==> src/rtl/core/ftts_pkg.sv <==
// Package for the fixed-timestep tick scheduler core.
// Holds status codes, register indexes, shared constants and the structs
// passed between the sequencer, the shared divider and the top level.
package ftts_pkg;

    localparam int ALPHA_FRACTION_BITS_DEF = 16;

    // Divider widths: the tick period and the tick rate both fit in 30 bits
    localparam int PERIOD_W = 30;
    localparam int WORD_W   = 64;

    localparam logic [PERIOD_W-1:0] NS_PER_SEC = 30'd1000000000;

    // Status codes
    localparam logic [1:0] ST_OK     = 2'd0;
    localparam logic [1:0] ST_BAD_HZ = 2'd1;
    localparam logic [1:0] ST_LAG    = 2'd2;

    // Configuration register indexes
    localparam logic REG_TICK_HZ  = 1'b0;
    localparam logic REG_TICK_CAP = 1'b1;

    localparam logic [PERIOD_W-1:0] TICK_HZ_RESET  = 30'd60;
    localparam logic [31:0]         TICK_CAP_RESET = 32'd0;

    // Input kind carried on s_tuser
    localparam logic ACT_ADVANCE = 1'b0;
    localparam logic ACT_RESET   = 1'b1;

    typedef struct packed {
        logic load;      // load dividend and divisor, clear quotient
        logic keep_rem;  // with load: continue from the current remainder
        logic step;      // one restoring division step
    } ftts_div_cmd_t;

    // First member sits in the highest bits, so status ends up at bit 0
    typedef struct packed {
        logic [15:0]         alpha;
        logic [PERIOD_W-1:0] rem_ns;
        logic [63:0]         batch_start_idx;
        logic [31:0]         tick_count;
        logic [1:0]          sticky_status;
        logic [1:0]          status;
    } ftts_result_t;

endpackage

==> src/rtl/core/ftts_div.sv <==
// Shared restoring divider: one quotient bit per step, MSB of the dividend first.
// Used for the period, the whole-tick split and the alpha fraction.
// Depends on ftts_pkg.
module ftts_div (
    input  logic                           aclk,
    input  ftts_pkg::ftts_div_cmd_t        cmd,
    input  logic [ftts_pkg::WORD_W-1:0]    dividend,
    input  logic [ftts_pkg::PERIOD_W-1:0]  divisor,
    output logic [ftts_pkg::WORD_W-1:0]    quotient,
    output logic [ftts_pkg::PERIOD_W-1:0]  remainder
);
    import ftts_pkg::*;

    logic [WORD_W-1:0]   dvd_reg, dvd_next;
    logic [WORD_W-1:0]   quo_reg, quo_next;
    logic [PERIOD_W-1:0] rem_reg, rem_next;
    logic [PERIOD_W-1:0] dsr_reg, dsr_next;
    logic [PERIOD_W:0]   shifted;
    logic [PERIOD_W:0]   diff;
    logic                ge;

    always_comb begin
        shifted  = {rem_reg, dvd_reg[WORD_W-1]};
        diff     = shifted - {1'b0, dsr_reg};
        ge       = (shifted >= {1'b0, dsr_reg});
        dvd_next = dvd_reg;
        quo_next = quo_reg;
        rem_next = rem_reg;
        dsr_next = dsr_reg;
        if (cmd.load) begin
            dvd_next = dividend;
            quo_next = '0;
            dsr_next = divisor;
            if (!cmd.keep_rem) begin
                rem_next = '0;
            end
        end else if (cmd.step) begin
            // remainder stays below the divisor, so it fits PERIOD_W bits
            rem_next = ge ? diff[PERIOD_W-1:0] : shifted[PERIOD_W-1:0];
            quo_next = {quo_reg[WORD_W-2:0], ge};
            dvd_next = {dvd_reg[WORD_W-2:0], 1'b0};
        end
    end

    always_ff @(posedge aclk) begin
        dvd_reg <= dvd_next;
        quo_reg <= quo_next;
        rem_reg <= rem_next;
        dsr_reg <= dsr_next;
    end

    assign quotient  = quo_reg;
    assign remainder = rem_reg;

endmodule

==> src/rtl/core/ftts_seq.sv <==
// Sequencer and loop state of the tick scheduler: baseline, elapsed time,
// accumulator, tick split, capping and alpha, all through one ftts_div.
// Depends on ftts_pkg and ftts_div.
module ftts_seq #(
    parameter int ALPHA_FRACTION_BITS = ftts_pkg::ALPHA_FRACTION_BITS_DEF
) (
    input  logic                           aclk,
    input  logic                           aresetn,
    input  logic [ftts_pkg::PERIOD_W-1:0]  tick_hz,
    input  logic [31:0]                    tick_cap,
    input  logic                           in_valid,
    output logic                           in_ready,
    input  logic                           in_action,
    input  logic [63:0]                    in_now,
    output logic                           res_valid,
    input  logic                           res_ready,
    output ftts_pkg::ftts_result_t         res
);
    import ftts_pkg::*;

    localparam int PER_STEPS = PERIOD_W;
    localparam int WH_STEPS  = WORD_W;
    localparam int FR_STEPS  = ALPHA_FRACTION_BITS;
    localparam int CNT_W     = $clog2(WH_STEPS) + 1;

    typedef enum logic [3:0] {
        S_IDLE,
        S_ELAPSED,
        S_ACCUM,
        S_PER_LD,
        S_PER_RUN,
        S_WH_LD,
        S_WH_RUN,
        S_FR_LD,
        S_FR_RUN,
        S_FINISH,
        S_ADVANCE,
        S_EMIT
    } state_t;

    state_t              state_reg;
    logic [CNT_W-1:0]    cnt_reg;
    logic                started_reg;
    logic [63:0]         last_reg;
    logic [63:0]         acc_reg;
    logic [63:0]         tick_index_reg;
    logic [1:0]          loop_status_reg;
    logic [63:0]         now_reg;
    logic [63:0]         elapsed_reg;
    logic [PERIOD_W-1:0] period_reg;
    logic [63:0]         whole_reg;
    ftts_result_t        res_reg;

    ftts_div_cmd_t       div_cmd;
    logic [WORD_W-1:0]   div_dividend;
    logic [PERIOD_W-1:0] div_divisor;
    logic [WORD_W-1:0]   div_quo;
    logic [PERIOD_W-1:0] div_rem;

    logic                hz_bad;
    logic [64:0]         diff;
    logic                over_max;
    logic                over_u32;
    logic                lag_hit;
    logic [15:0]         alpha_sat;
    ftts_result_t        rst_res;
    ftts_result_t        base_res;
    ftts_result_t        acc_res;
    ftts_result_t        fin_res;

    ftts_div u_div (
        .aclk      (aclk),
        .cmd       (div_cmd),
        .dividend  (div_dividend),
        .divisor   (div_divisor),
        .quotient  (div_quo),
        .remainder (div_rem)
    );

    always_comb begin
        hz_bad    = (tick_hz == '0) || (tick_hz > NS_PER_SEC);
        diff      = {1'b0, now_reg} - {1'b0, last_reg};
        over_max  = (tick_cap != '0) && (whole_reg > {32'd0, tick_cap});
        over_u32  = (whole_reg[63:32] != '0);
        lag_hit   = over_max || over_u32;
        alpha_sat = (div_quo > 64'hFFFF) ? 16'hFFFF : div_quo[15:0];

        rst_res               = '0;
        rst_res.status        = ST_OK;
        rst_res.sticky_status = hz_bad ? ST_BAD_HZ : ST_OK;

        base_res                 = '0;
        base_res.status          = ST_OK;
        base_res.sticky_status   = loop_status_reg;
        base_res.batch_start_idx = tick_index_reg;

        acc_res                 = '0;
        acc_res.batch_start_idx = tick_index_reg;
        if (hz_bad) begin
            acc_res.status        = ST_BAD_HZ;
            acc_res.sticky_status = ST_BAD_HZ;
        end

        fin_res        = res_reg;
        fin_res.rem_ns = acc_reg[PERIOD_W-1:0];
        fin_res.alpha  = alpha_sat;
        if (over_max) begin
            fin_res.tick_count = tick_cap;
        end else if (over_u32) begin
            fin_res.tick_count = 32'hFFFF_FFFF;
        end else begin
            fin_res.tick_count = whole_reg[31:0];
        end
        fin_res.status        = lag_hit ? ST_LAG : ST_OK;
        fin_res.sticky_status = lag_hit ? ST_LAG : loop_status_reg;

        div_cmd          = '0;
        div_cmd.load     = (state_reg == S_PER_LD) || (state_reg == S_WH_LD) ||
                           (state_reg == S_FR_LD);
        div_cmd.keep_rem = (state_reg == S_FR_LD);
        div_cmd.step     = (state_reg == S_PER_RUN) || (state_reg == S_WH_RUN) ||
                           (state_reg == S_FR_RUN);

        case (state_reg)
            S_PER_LD: begin
                div_dividend = {NS_PER_SEC, {(WORD_W-PERIOD_W){1'b0}}};
                div_divisor  = tick_hz;
            end
            S_WH_LD: begin
                div_dividend = acc_reg;
                div_divisor  = div_quo[PERIOD_W-1:0];
            end
            default: begin
                div_dividend = '0;
                div_divisor  = period_reg;
            end
        endcase
    end

    always_ff @(posedge aclk) begin
        if (!aresetn) begin
            state_reg       <= S_IDLE;
            cnt_reg         <= '0;
            started_reg     <= 1'b0;
            last_reg        <= '0;
            acc_reg         <= '0;
            tick_index_reg  <= '0;
            loop_status_reg <= ST_OK;
        end else begin
            case (state_reg)
                S_IDLE: begin
                    if (in_valid) begin
                        if (in_action == ACT_RESET) begin
                            loop_status_reg <= hz_bad ? ST_BAD_HZ : ST_OK;
                            started_reg     <= 1'b0;
                            last_reg        <= '0;
                            acc_reg         <= '0;
                            tick_index_reg  <= '0;
                            res_reg         <= rst_res;
                            state_reg       <= S_EMIT;
                        end else if (!started_reg) begin
                            // baseline only: the accumulator is still clear here
                            started_reg <= 1'b1;
                            last_reg    <= in_now;
                            res_reg     <= base_res;
                            state_reg   <= S_EMIT;
                        end else begin
                            now_reg   <= in_now;
                            state_reg <= S_ELAPSED;
                        end
                    end
                end
                S_ELAPSED: begin
                    // time going backwards counts as no time
                    elapsed_reg <= diff[64] ? 64'd0 : diff[63:0];
                    last_reg    <= now_reg;
                    state_reg   <= S_ACCUM;
                end
                S_ACCUM: begin
                    acc_reg <= acc_reg + elapsed_reg;
                    res_reg <= acc_res;
                    if (hz_bad) begin
                        loop_status_reg <= ST_BAD_HZ;
                        state_reg       <= S_EMIT;
                    end else begin
                        state_reg <= S_PER_LD;
                    end
                end
                S_PER_LD: begin
                    cnt_reg   <= '0;
                    state_reg <= S_PER_RUN;
                end
                S_PER_RUN: begin
                    cnt_reg <= cnt_reg + CNT_W'(1);
                    if (cnt_reg == CNT_W'(PER_STEPS - 1)) begin
                        state_reg <= S_WH_LD;
                    end
                end
                S_WH_LD: begin
                    period_reg <= div_quo[PERIOD_W-1:0];
                    cnt_reg    <= '0;
                    state_reg  <= S_WH_RUN;
                end
                S_WH_RUN: begin
                    cnt_reg <= cnt_reg + CNT_W'(1);
                    if (cnt_reg == CNT_W'(WH_STEPS - 1)) begin
                        state_reg <= S_FR_LD;
                    end
                end
                S_FR_LD: begin
                    whole_reg <= div_quo;
                    acc_reg   <= {{(64-PERIOD_W){1'b0}}, div_rem};
                    cnt_reg   <= '0;
                    state_reg <= S_FR_RUN;
                end
                S_FR_RUN: begin
                    cnt_reg <= cnt_reg + CNT_W'(1);
                    if (cnt_reg == CNT_W'(FR_STEPS - 1)) begin
                        state_reg <= S_FINISH;
                    end
                end
                S_FINISH: begin
                    res_reg <= fin_res;
                    if (lag_hit) begin
                        loop_status_reg <= ST_LAG;
                    end
                    state_reg <= S_ADVANCE;
                end
                S_ADVANCE: begin
                    tick_index_reg <= tick_index_reg + {32'd0, res_reg.tick_count};
                    state_reg      <= S_EMIT;
                end
                S_EMIT: begin
                    if (res_ready) begin
                        state_reg <= S_IDLE;
                    end
                end
                default: begin
                    state_reg <= S_IDLE;
                end
            endcase
        end
    end

    assign in_ready  = (state_reg == S_IDLE) && aresetn;
    assign res_valid = (state_reg == S_EMIT);
    assign res       = res_reg;

    a_idle_loop_clear: assert property (@(posedge aclk) disable iff (!aresetn)
        !started_reg |-> (acc_reg == '0) && (tick_index_reg == '0))
        else $error("loop not started but accumulator or tick index nonzero");

    a_period_nonzero: assert property (@(posedge aclk) disable iff (!aresetn)
        (state_reg == S_WH_RUN) |-> (period_reg != '0))
        else $error("whole-tick division running with a zero period");

    a_rem_below_period: assert property (@(posedge aclk) disable iff (!aresetn)
        (state_reg == S_FINISH) |-> (acc_reg < {{(64-PERIOD_W){1'b0}}, period_reg}))
        else $error("leftover not below the tick period");

endmodule

==> src/rtl/core/fixed_timestep_tick_scheduler_core.sv <==
// Top level of the fixed-timestep tick scheduler: configuration registers,
// stream ports and the result register. Depends on ftts_pkg and ftts_seq.
//
//  channel | direction | tdata                   | tuser  | accept
//  s_      | in        | now_ns                  | action | s_tvalid & s_tready
//  m_      | out       | status .. alpha, packed | -      | m_tvalid & m_tready
//  cfg_    | in        | cfg_wdata               | -      | cfg_wr_en
//
// A reset or baseline transaction goes from S_IDLE straight to S_EMIT.
// An advance passes S_ELAPSED and S_ACCUM, then the shared divider forms 30 quotient
// bits for the period, 64 for the whole ticks and ALPHA_FRACTION_BITS for the alpha
// fraction, and S_FINISH and S_ADVANCE lead on to S_EMIT.
// An advance with a tick rate of zero or above 1e9 reports bad without the divider.
// Reset is synchronous; one result waits in the output register while the
// next transaction is accepted, and a stalled output holds the sequencer.
module fixed_timestep_tick_scheduler_core #(
    parameter int ALPHA_FRACTION_BITS = ftts_pkg::ALPHA_FRACTION_BITS_DEF
) (
    input  logic         aclk,
    input  logic         aresetn,
    input  logic         cfg_wr_en,
    input  logic         cfg_index,
    input  logic [31:0]  cfg_wdata,
    input  logic         s_tvalid,
    output logic         s_tready,
    input  logic [63:0]  s_tdata,   // [63:0] now_ns
    input  logic         s_tuser,   // [0] action
    output logic         m_tvalid,
    input  logic         m_tready,
    // [1:0] status, [3:2] sticky_status, [35:4] tick count,
    // [99:36] first tick index, [129:100] remainder ns, [145:130] alpha, rest zero
    output logic [151:0] m_tdata
);
    import ftts_pkg::*;

    localparam int PAD_W = 152 - $bits(ftts_result_t);

    logic [PERIOD_W-1:0] tick_hz_reg;
    logic [31:0]         tick_cap_reg;
    logic                out_valid_reg;
    ftts_result_t        out_reg;

    logic                res_valid;
    logic                res_ready;
    ftts_result_t        res;

    always_ff @(posedge aclk) begin
        if (!aresetn) begin
            tick_hz_reg  <= TICK_HZ_RESET;
            tick_cap_reg <= TICK_CAP_RESET;
        end else if (cfg_wr_en) begin
            case (cfg_index)
                REG_TICK_HZ:  tick_hz_reg  <= cfg_wdata[PERIOD_W-1:0];
                REG_TICK_CAP: tick_cap_reg <= cfg_wdata;
                default:      tick_hz_reg  <= tick_hz_reg;
            endcase
        end
    end

    ftts_seq #(
        .ALPHA_FRACTION_BITS (ALPHA_FRACTION_BITS)
    ) u_seq (
        .aclk      (aclk),
        .aresetn   (aresetn),
        .tick_hz   (tick_hz_reg),
        .tick_cap  (tick_cap_reg),
        .in_valid  (s_tvalid),
        .in_ready  (s_tready),
        .in_action (s_tuser),
        .in_now    (s_tdata),
        .res_valid (res_valid),
        .res_ready (res_ready),
        .res       (res)
    );

    // take a new result when the output register is empty or draining
    assign res_ready = !out_valid_reg || m_tready;

    always_ff @(posedge aclk) begin
        if (!aresetn) begin
            out_valid_reg <= 1'b0;
        end else if (res_valid && res_ready) begin
            out_valid_reg <= 1'b1;
        end else if (m_tready) begin
            out_valid_reg <= 1'b0;
        end
    end

    always_ff @(posedge aclk) begin
        if (res_valid && res_ready) begin
            out_reg <= res;
        end
    end

    assign m_tvalid = out_valid_reg;
    assign m_tdata  = {{PAD_W{1'b0}}, out_reg};

    a_busy_after_accept: assert property (@(posedge aclk) disable iff (!aresetn)
        (s_tvalid && s_tready) |=> !s_tready)
        else $error("new transaction accepted right after another");

endmodule
==> config.mk <==
export PLATFORM = sky130hd
export DESIGN_NAME = fixed_timestep_tick_scheduler_core
export DESIGN_NICKNAME = d
export VERILOG_FILES = /design/src/rtl/core/ftts_pkg.sv /design/src/rtl/core/ftts_div.sv /design/src/rtl/core/ftts_seq.sv /design/src/rtl/core/fixed_timestep_tick_scheduler_core.sv
export SDC_FILE = /design/constraint.sdc
export NUM_CORES = 2
export LEC_CHECK = 0
export BUFFER_PORTS_ARGS = -buffer_cell sky130_fd_sc_hd__buf_2
export CORE_MARGIN = 5
export CORE_UTILIZATION = 40
export DETAILED_ROUTE_END_ITERATION = 7
export PLACE_DENSITY = 0.6
export SYNTH_ARGS = -nofsm -noshare
export SYNTH_HDL_FRONTEND = slang
export SYNTH_SLANG_ARGS = --single-unit
==> constraint.sdc <==
create_clock -name aclk -period 28.8 [get_ports aclk]
set_input_delay 2.88 -clock aclk [delete_from_list [all_inputs] [get_ports aclk]]
set_output_delay 2.88 -clock aclk [all_outputs]
set_load 0.02 [all_outputs]
== Yosys cells after proc, flatten, opt, wreduce, memory -nomap -nowiden ==
Index checks and enable logic that the tools add are counted.

* Register bits after elaboration: 971
* Input bits: 103
* Output and inout port bits: 154
* Word-level logic and storage cells: 149

* $add $sub $neg: 5
* Order comparisons: 4
* Equality and inequality tests: 23
* Mux-type cells: 44
* Bitwise gates (word level): 3
* Reduce and logical (&&, ||, !) cells: 40

{| class="wikitable"
|+ Operators with widths
! kind !! number
|-
| $mux 64 || 7
|-
| $mux 146 || 3
|-
| $pmux 146 s3 || 1
|-
| $pmux 64 s2 || 3
|-
| $pmux 64 s3 || 1
|-
| $mux 30 || 4
|-
| $sub 64x64->65 || 1
|-
| $add 64x32->64 || 1
|-
| $add 64x64->64 || 1
|-
| $gt 64x16->1 const B || 1
|-
| $gt 64x32->1 || 1
|-
| $mux 32 || 2
|-
| $reduce_bool 32->1 || 2
|-
| $pmux 30 s2 || 1
|-
| $pmux 4 s12 || 1
|-
| $mux 4 || 8
|-
| $ge 31x30->1 || 1
|-
| $gt 30x30->1 const B || 1
|-
| $logic_not 30->1 || 1
|-
| $sub 30x30->30 || 1
|-
| $eq 4x3->1 const B || 4
|-
| $eq 4x4->1 const B || 4
|-
| $mux 16 || 1
|-
| $reduce_and 5->1 || 3
|-
| 25 further kinds || 65
|}

== Longest topological paths before layout ==
* Depth in word-level cells: 6
* Gate-level depth with buffers: 15
* Gate-level depth less buffers: 13

== Modules after synthesis ==
A second synthesis with hierarchy kept.

* Cells, all modules: 4530
* Area, all modules: 48308.8 um2

{| class="wikitable"
|+ Modules (own cells, without submodules)
! module !! times used !! cells each !! area each (um2) !! seq. area each (um2)
|-
| ftts_seq || 1 || 3391 || 32509.9 || 15174.6
|-
| ftts_div || 1 || 736 || 8922.3 || 5004.8
|-
| fixed_timestep_tick_scheduler_core || 1 || 403 || 6876.6 || 5645.4
|}

== Worst setup path after synthesis ==
No wires, ideal clock.

* Path kind: input port to flip-flop
* Start point: in m_tready
* End point: reg out_reg (netlist bit m_tdata[0]), enable pin
* Library setup time: 0.830 ns
* Arrival time: 12.800 ns
* Data required time: 27.970 ns
* Slack: 15.170 ns
* Stages: 2
* Buffers on the path: 0
* Cells stage by stage: nor2b_1 > nor3_1

* Longest elaborated chain between the ends: 2

{| class="wikitable"
|+ Ends and longest elaborated chain
! element !! RTL line !! text
|-
| start: declaration || fixed_timestep_tick_scheduler_core.sv:29 || <nowiki>input logic m_tready,</nowiki>
|-
| $logic_or 1x1->1 || fixed_timestep_tick_scheduler_core.sv:77 || <nowiki>assign res_ready = !out_valid_reg || m_tready;</nowiki>
|-
| $logic_and 1x1->1 || fixed_timestep_tick_scheduler_core.sv:90 || <nowiki>if (res_valid && res_ready) begin</nowiki>
|-
| end signal: assignment || fixed_timestep_tick_scheduler_core.sv:91 || <nowiki>out_reg <= res;</nowiki>
|-
| end: declaration || fixed_timestep_tick_scheduler_core.sv:41 || <nowiki>ftts_result_t out_reg;</nowiki>
|}

Every way passes these cells.
A chain may end at the register's enable or synchronous reset.

== Final worst setup path ==
* Start point: in aresetn
* End point: out s_tready

* Longest elaborated chain between the ends: 1

{| class="wikitable"
|+ Ends and longest elaborated chain
! element !! RTL line !! text
|-
| start: declaration || fixed_timestep_tick_scheduler_core.sv:20 || <nowiki>input logic aresetn,</nowiki>
|-
| $logic_and 1x1->1 || ftts_seq.sv:245 || <nowiki>assign in_ready = (state_reg == S_IDLE) && aresetn;</nowiki>
|-
| end: declaration || fixed_timestep_tick_scheduler_core.sv:25 || <nowiki>output logic s_tready,</nowiki>
|}

Every way passes these cells.

==> summary.md <==
| Metric | Value |
|---|---|
| Post-CTS setup repair buffer count | 0 |
| Setup ws final | 22.11 ns |
| Tot Pwr | 0.00511 W |
| Cts bufs inserted | 106 |
| Final Hold Viols | 0 |
| CTS clock-pin slew for the worst setup and hold paths | roughly 0.06 ns |
| YS warnings | 0 |
| Hold buffer count at cts | 0 |
| Wirelength per Cell | 19.9 microns |
| Run status | finished, final reports clean |
| Largest family of logic cells by synthesized area | compound AO/OA/AOI/OAI gates |
| Highest-count cells in the layout ignoring fill and taps | 638 x edfxtp_1, 529 x nand2_1, 352 x nor2_1, 351 x a21oi_1, 333 x dfxtp_1 |
| Final slew viol count | 0 |
| Synthesized instance count | around 4.5k |
| Iteration-0 DRC Markers | 3487 |
| Yosys reg bits | around 970 |
| Total track usage | between 15 and 20% |
| Dpl cells | between 6k and 7k |
| Final #Nets | roughly 5.0k |
| Worst setup EP type | output port |
| Root buf cell | clkbuf_16 |
| Port Buf Inserts | 250 |
| Global route total overflow | 0 |
| Row count | 126 |
| First-pass GRT wire length | 194 mm |
| Worst-margin pin slew | 1.19 ns |
| Max Cap Violations | 0 |
| Worst min-delay path category | register to register |
| Placed cell areas | 49900 sq um |
| Tmin final | between 6 and 7 ns |
| Crit path arrival time | 3.81 ns |
| Core ar. | 118000 sq um |
| Fraction of layout cells with a size suffix above 1 | 11.3% |
| Xor and xnor fraction of the mapped netlist area | 2.91% |
| Largest net degree at the start of global routing | 97 |
| DIE WIDTH | 354 microns |
| DR vias/cell | approximately 5.5 |
| Sequential share of the synthesized area | 54.6% |
| Die Height | ~350 microns |
| Leak | 20.4 nW |
| Die area | 125000 sq um |
| Antenna Nets Post-Route | 0 |
| Gpl congestion | 0.918 |
| # H-tree levels | 3 |
| Crit-path max FO | 22 |
| DPL Wire Length | roughly 89 mm |
| Mux cell area share after synthesis | 0.214% |
| Setup-failing EPs final | 0 |
| CTS tree | done |
| Vias in the first global route | 32.7k |
| Mean post-synth cell area | 10.4 sq um |
| Simple-gate area share of the yosys netlist | approximately 16% |
| Startpoint Class | primary input |
| Reg2reg path depth | 14 |
| Rel. slew slack | between 20% and 30% |
| Non-Filler Cell Area, Final | 53500 sq um |
| Clk sinks | 971 |
| Worst setup path class | primary input to output port |
| Adder-cell share of the synthesized area | 6.07% |
| DRT Wirelength | ~130 mm |
| DRT Pass-1 Iters | 6 |
| Setup TNS | 0 ns |
| CTS resizes | 0 |
| Unique cell type count in the Yosys netlist | 95 |
| Clock skew | roughly 0.060 ns |
| Maximum resistive drop on vdd | between 0.00005 and 0.00006 V |
| Layout area overhead | 13.0% |
| DRC errors left | 0 |
| Fmax | 149 MHz |
| Cell Area, Synth | 47300 sq um |
| Clock buffer depth | 3 |
| Dominant synthesized flop cell | edfxtp_1 |
| Post-synthesis compound-gate area fraction | roughly 17% |
| Final std cells w/o fill | ~6.3k |
| RSZ-0062 raised after global routing | false |
| Cell Pwr Density | 95.6 nW/um^2 |
| Antenna violations before repair | 0 |
| Pre-CTS setup slack | 22.09 ns |
| Hold path depth | 0 |
| FFs w/ async S/R, synth | 0% |
| Via count | 34.9k |
| Tcrit/Tclk final | 23.2% |
| Io pins | 257 |
| Most common cell after layout, fill and taps aside | edfxtp_1 |
| Insertion delay to the later sink of the worst-skew pair | a little over 0.7 ns |
| Worst EP required | 25.92 ns |
| Antenna cell count | 0 |
| EDFF count, synth | 638 |
| Initial core utilization | roughly two fifths |
[synthesized netlist by cell type, drive strengths merged, types with 69 or more instances]
master  number  share of area [%]
a211oi      95                1.5
a21o       131                2.1
a21oi      355                3.8
a22oi       69                1.1
and2       115                1.5
clkbuf     209                1.7
dfxtp      333                 14
edfxtp     638                 40
ha         223                5.9
inv        184                1.5
nand2      529                4.2
nand3      137                1.4
nor2       358                2.8
nor3        69               0.73
nor3b       69                1.1
o21ai      159                1.7
xnor2      105                1.9
[area by class of cell]
cell class | count | area, sq um
clock buffer | 148 | 2950
clock inverter | 51 | 598
fill | 10961 | 64300
inverter | 185 | 699
multi-input combinational | 3123 | 19900
sequential | 971 | 25800
tap | 1536 | 1920
timing repair buffer | 290 | 1550
[metrics by stage]
| step | utilization, % | hold WS, ns |
|---|---|---|
| 6_report | 45.4 | 0.414 |
| 5_1_grt | 45.4 | 0.423 |
| 4_1_cts | 45.4 | 0.419 |
| 3_5_place_dp | 42.4 | 0.405 |
| 3_3_place_gp | 42.4 | 0.403 |
| 2_1_floorplan | - | 0.400 |
[per-layer routing]
layer | track usage (%) | share of wire, % | vias to the layer above
met3 | 2.73 | 6.1 | 165
met5 | 0 | 0 | -
met4 | 4.57 | 2.1 | 0
met2 | 29.2 | 43 | 1029
li1 | - | - | 17027
met1 | 29.3 | 49 | 16655
[where the power goes]
| part | internal, W | leakage (nW) | switching, W | total [W] |
|---|---|---|---|---|
| clock network | 0.000801 | 1.72 | 0.000568 | 0.00137 |
| registers | 0.00183 | 8.62 | 0.000192 | 0.00203 |
| logic | 0.000625 | 10.1 | 0.00109 | 0.00172 |
| total | 0.00326 | 20.4 | 0.00185 | 0.00511 |
[cells by family after synthesis]
family | Yosys count
other | 1
AND/OR/NAND/NOR | 1561
multiplexers | 10
adder cells (fa/ha/maj) | 227
AO/OA/AOI/OAI | 1162
flip-flops | 971
XOR/XNOR | 157
buffers and inverters | 441
[path summary, 6_finish.rpt]
kind,start,endpoint,slack [ns]
max,aresetn,s_tready,22.11
min,u_seq.res[103],m_tdata[103],0.41
max reg2reg,u_seq.now_reg[0],u_seq.elapsed_reg[62],24.43
min reg2reg,u_seq.res[103],m_tdata[103],0.41
[critical path, cell delays in order]
cell	delay, ns
buf_2	0.07
buf_4	0.35
and2_1	0.27
buf_2	0.20
No activity file was read; power rests on OpenSTA's default activity.
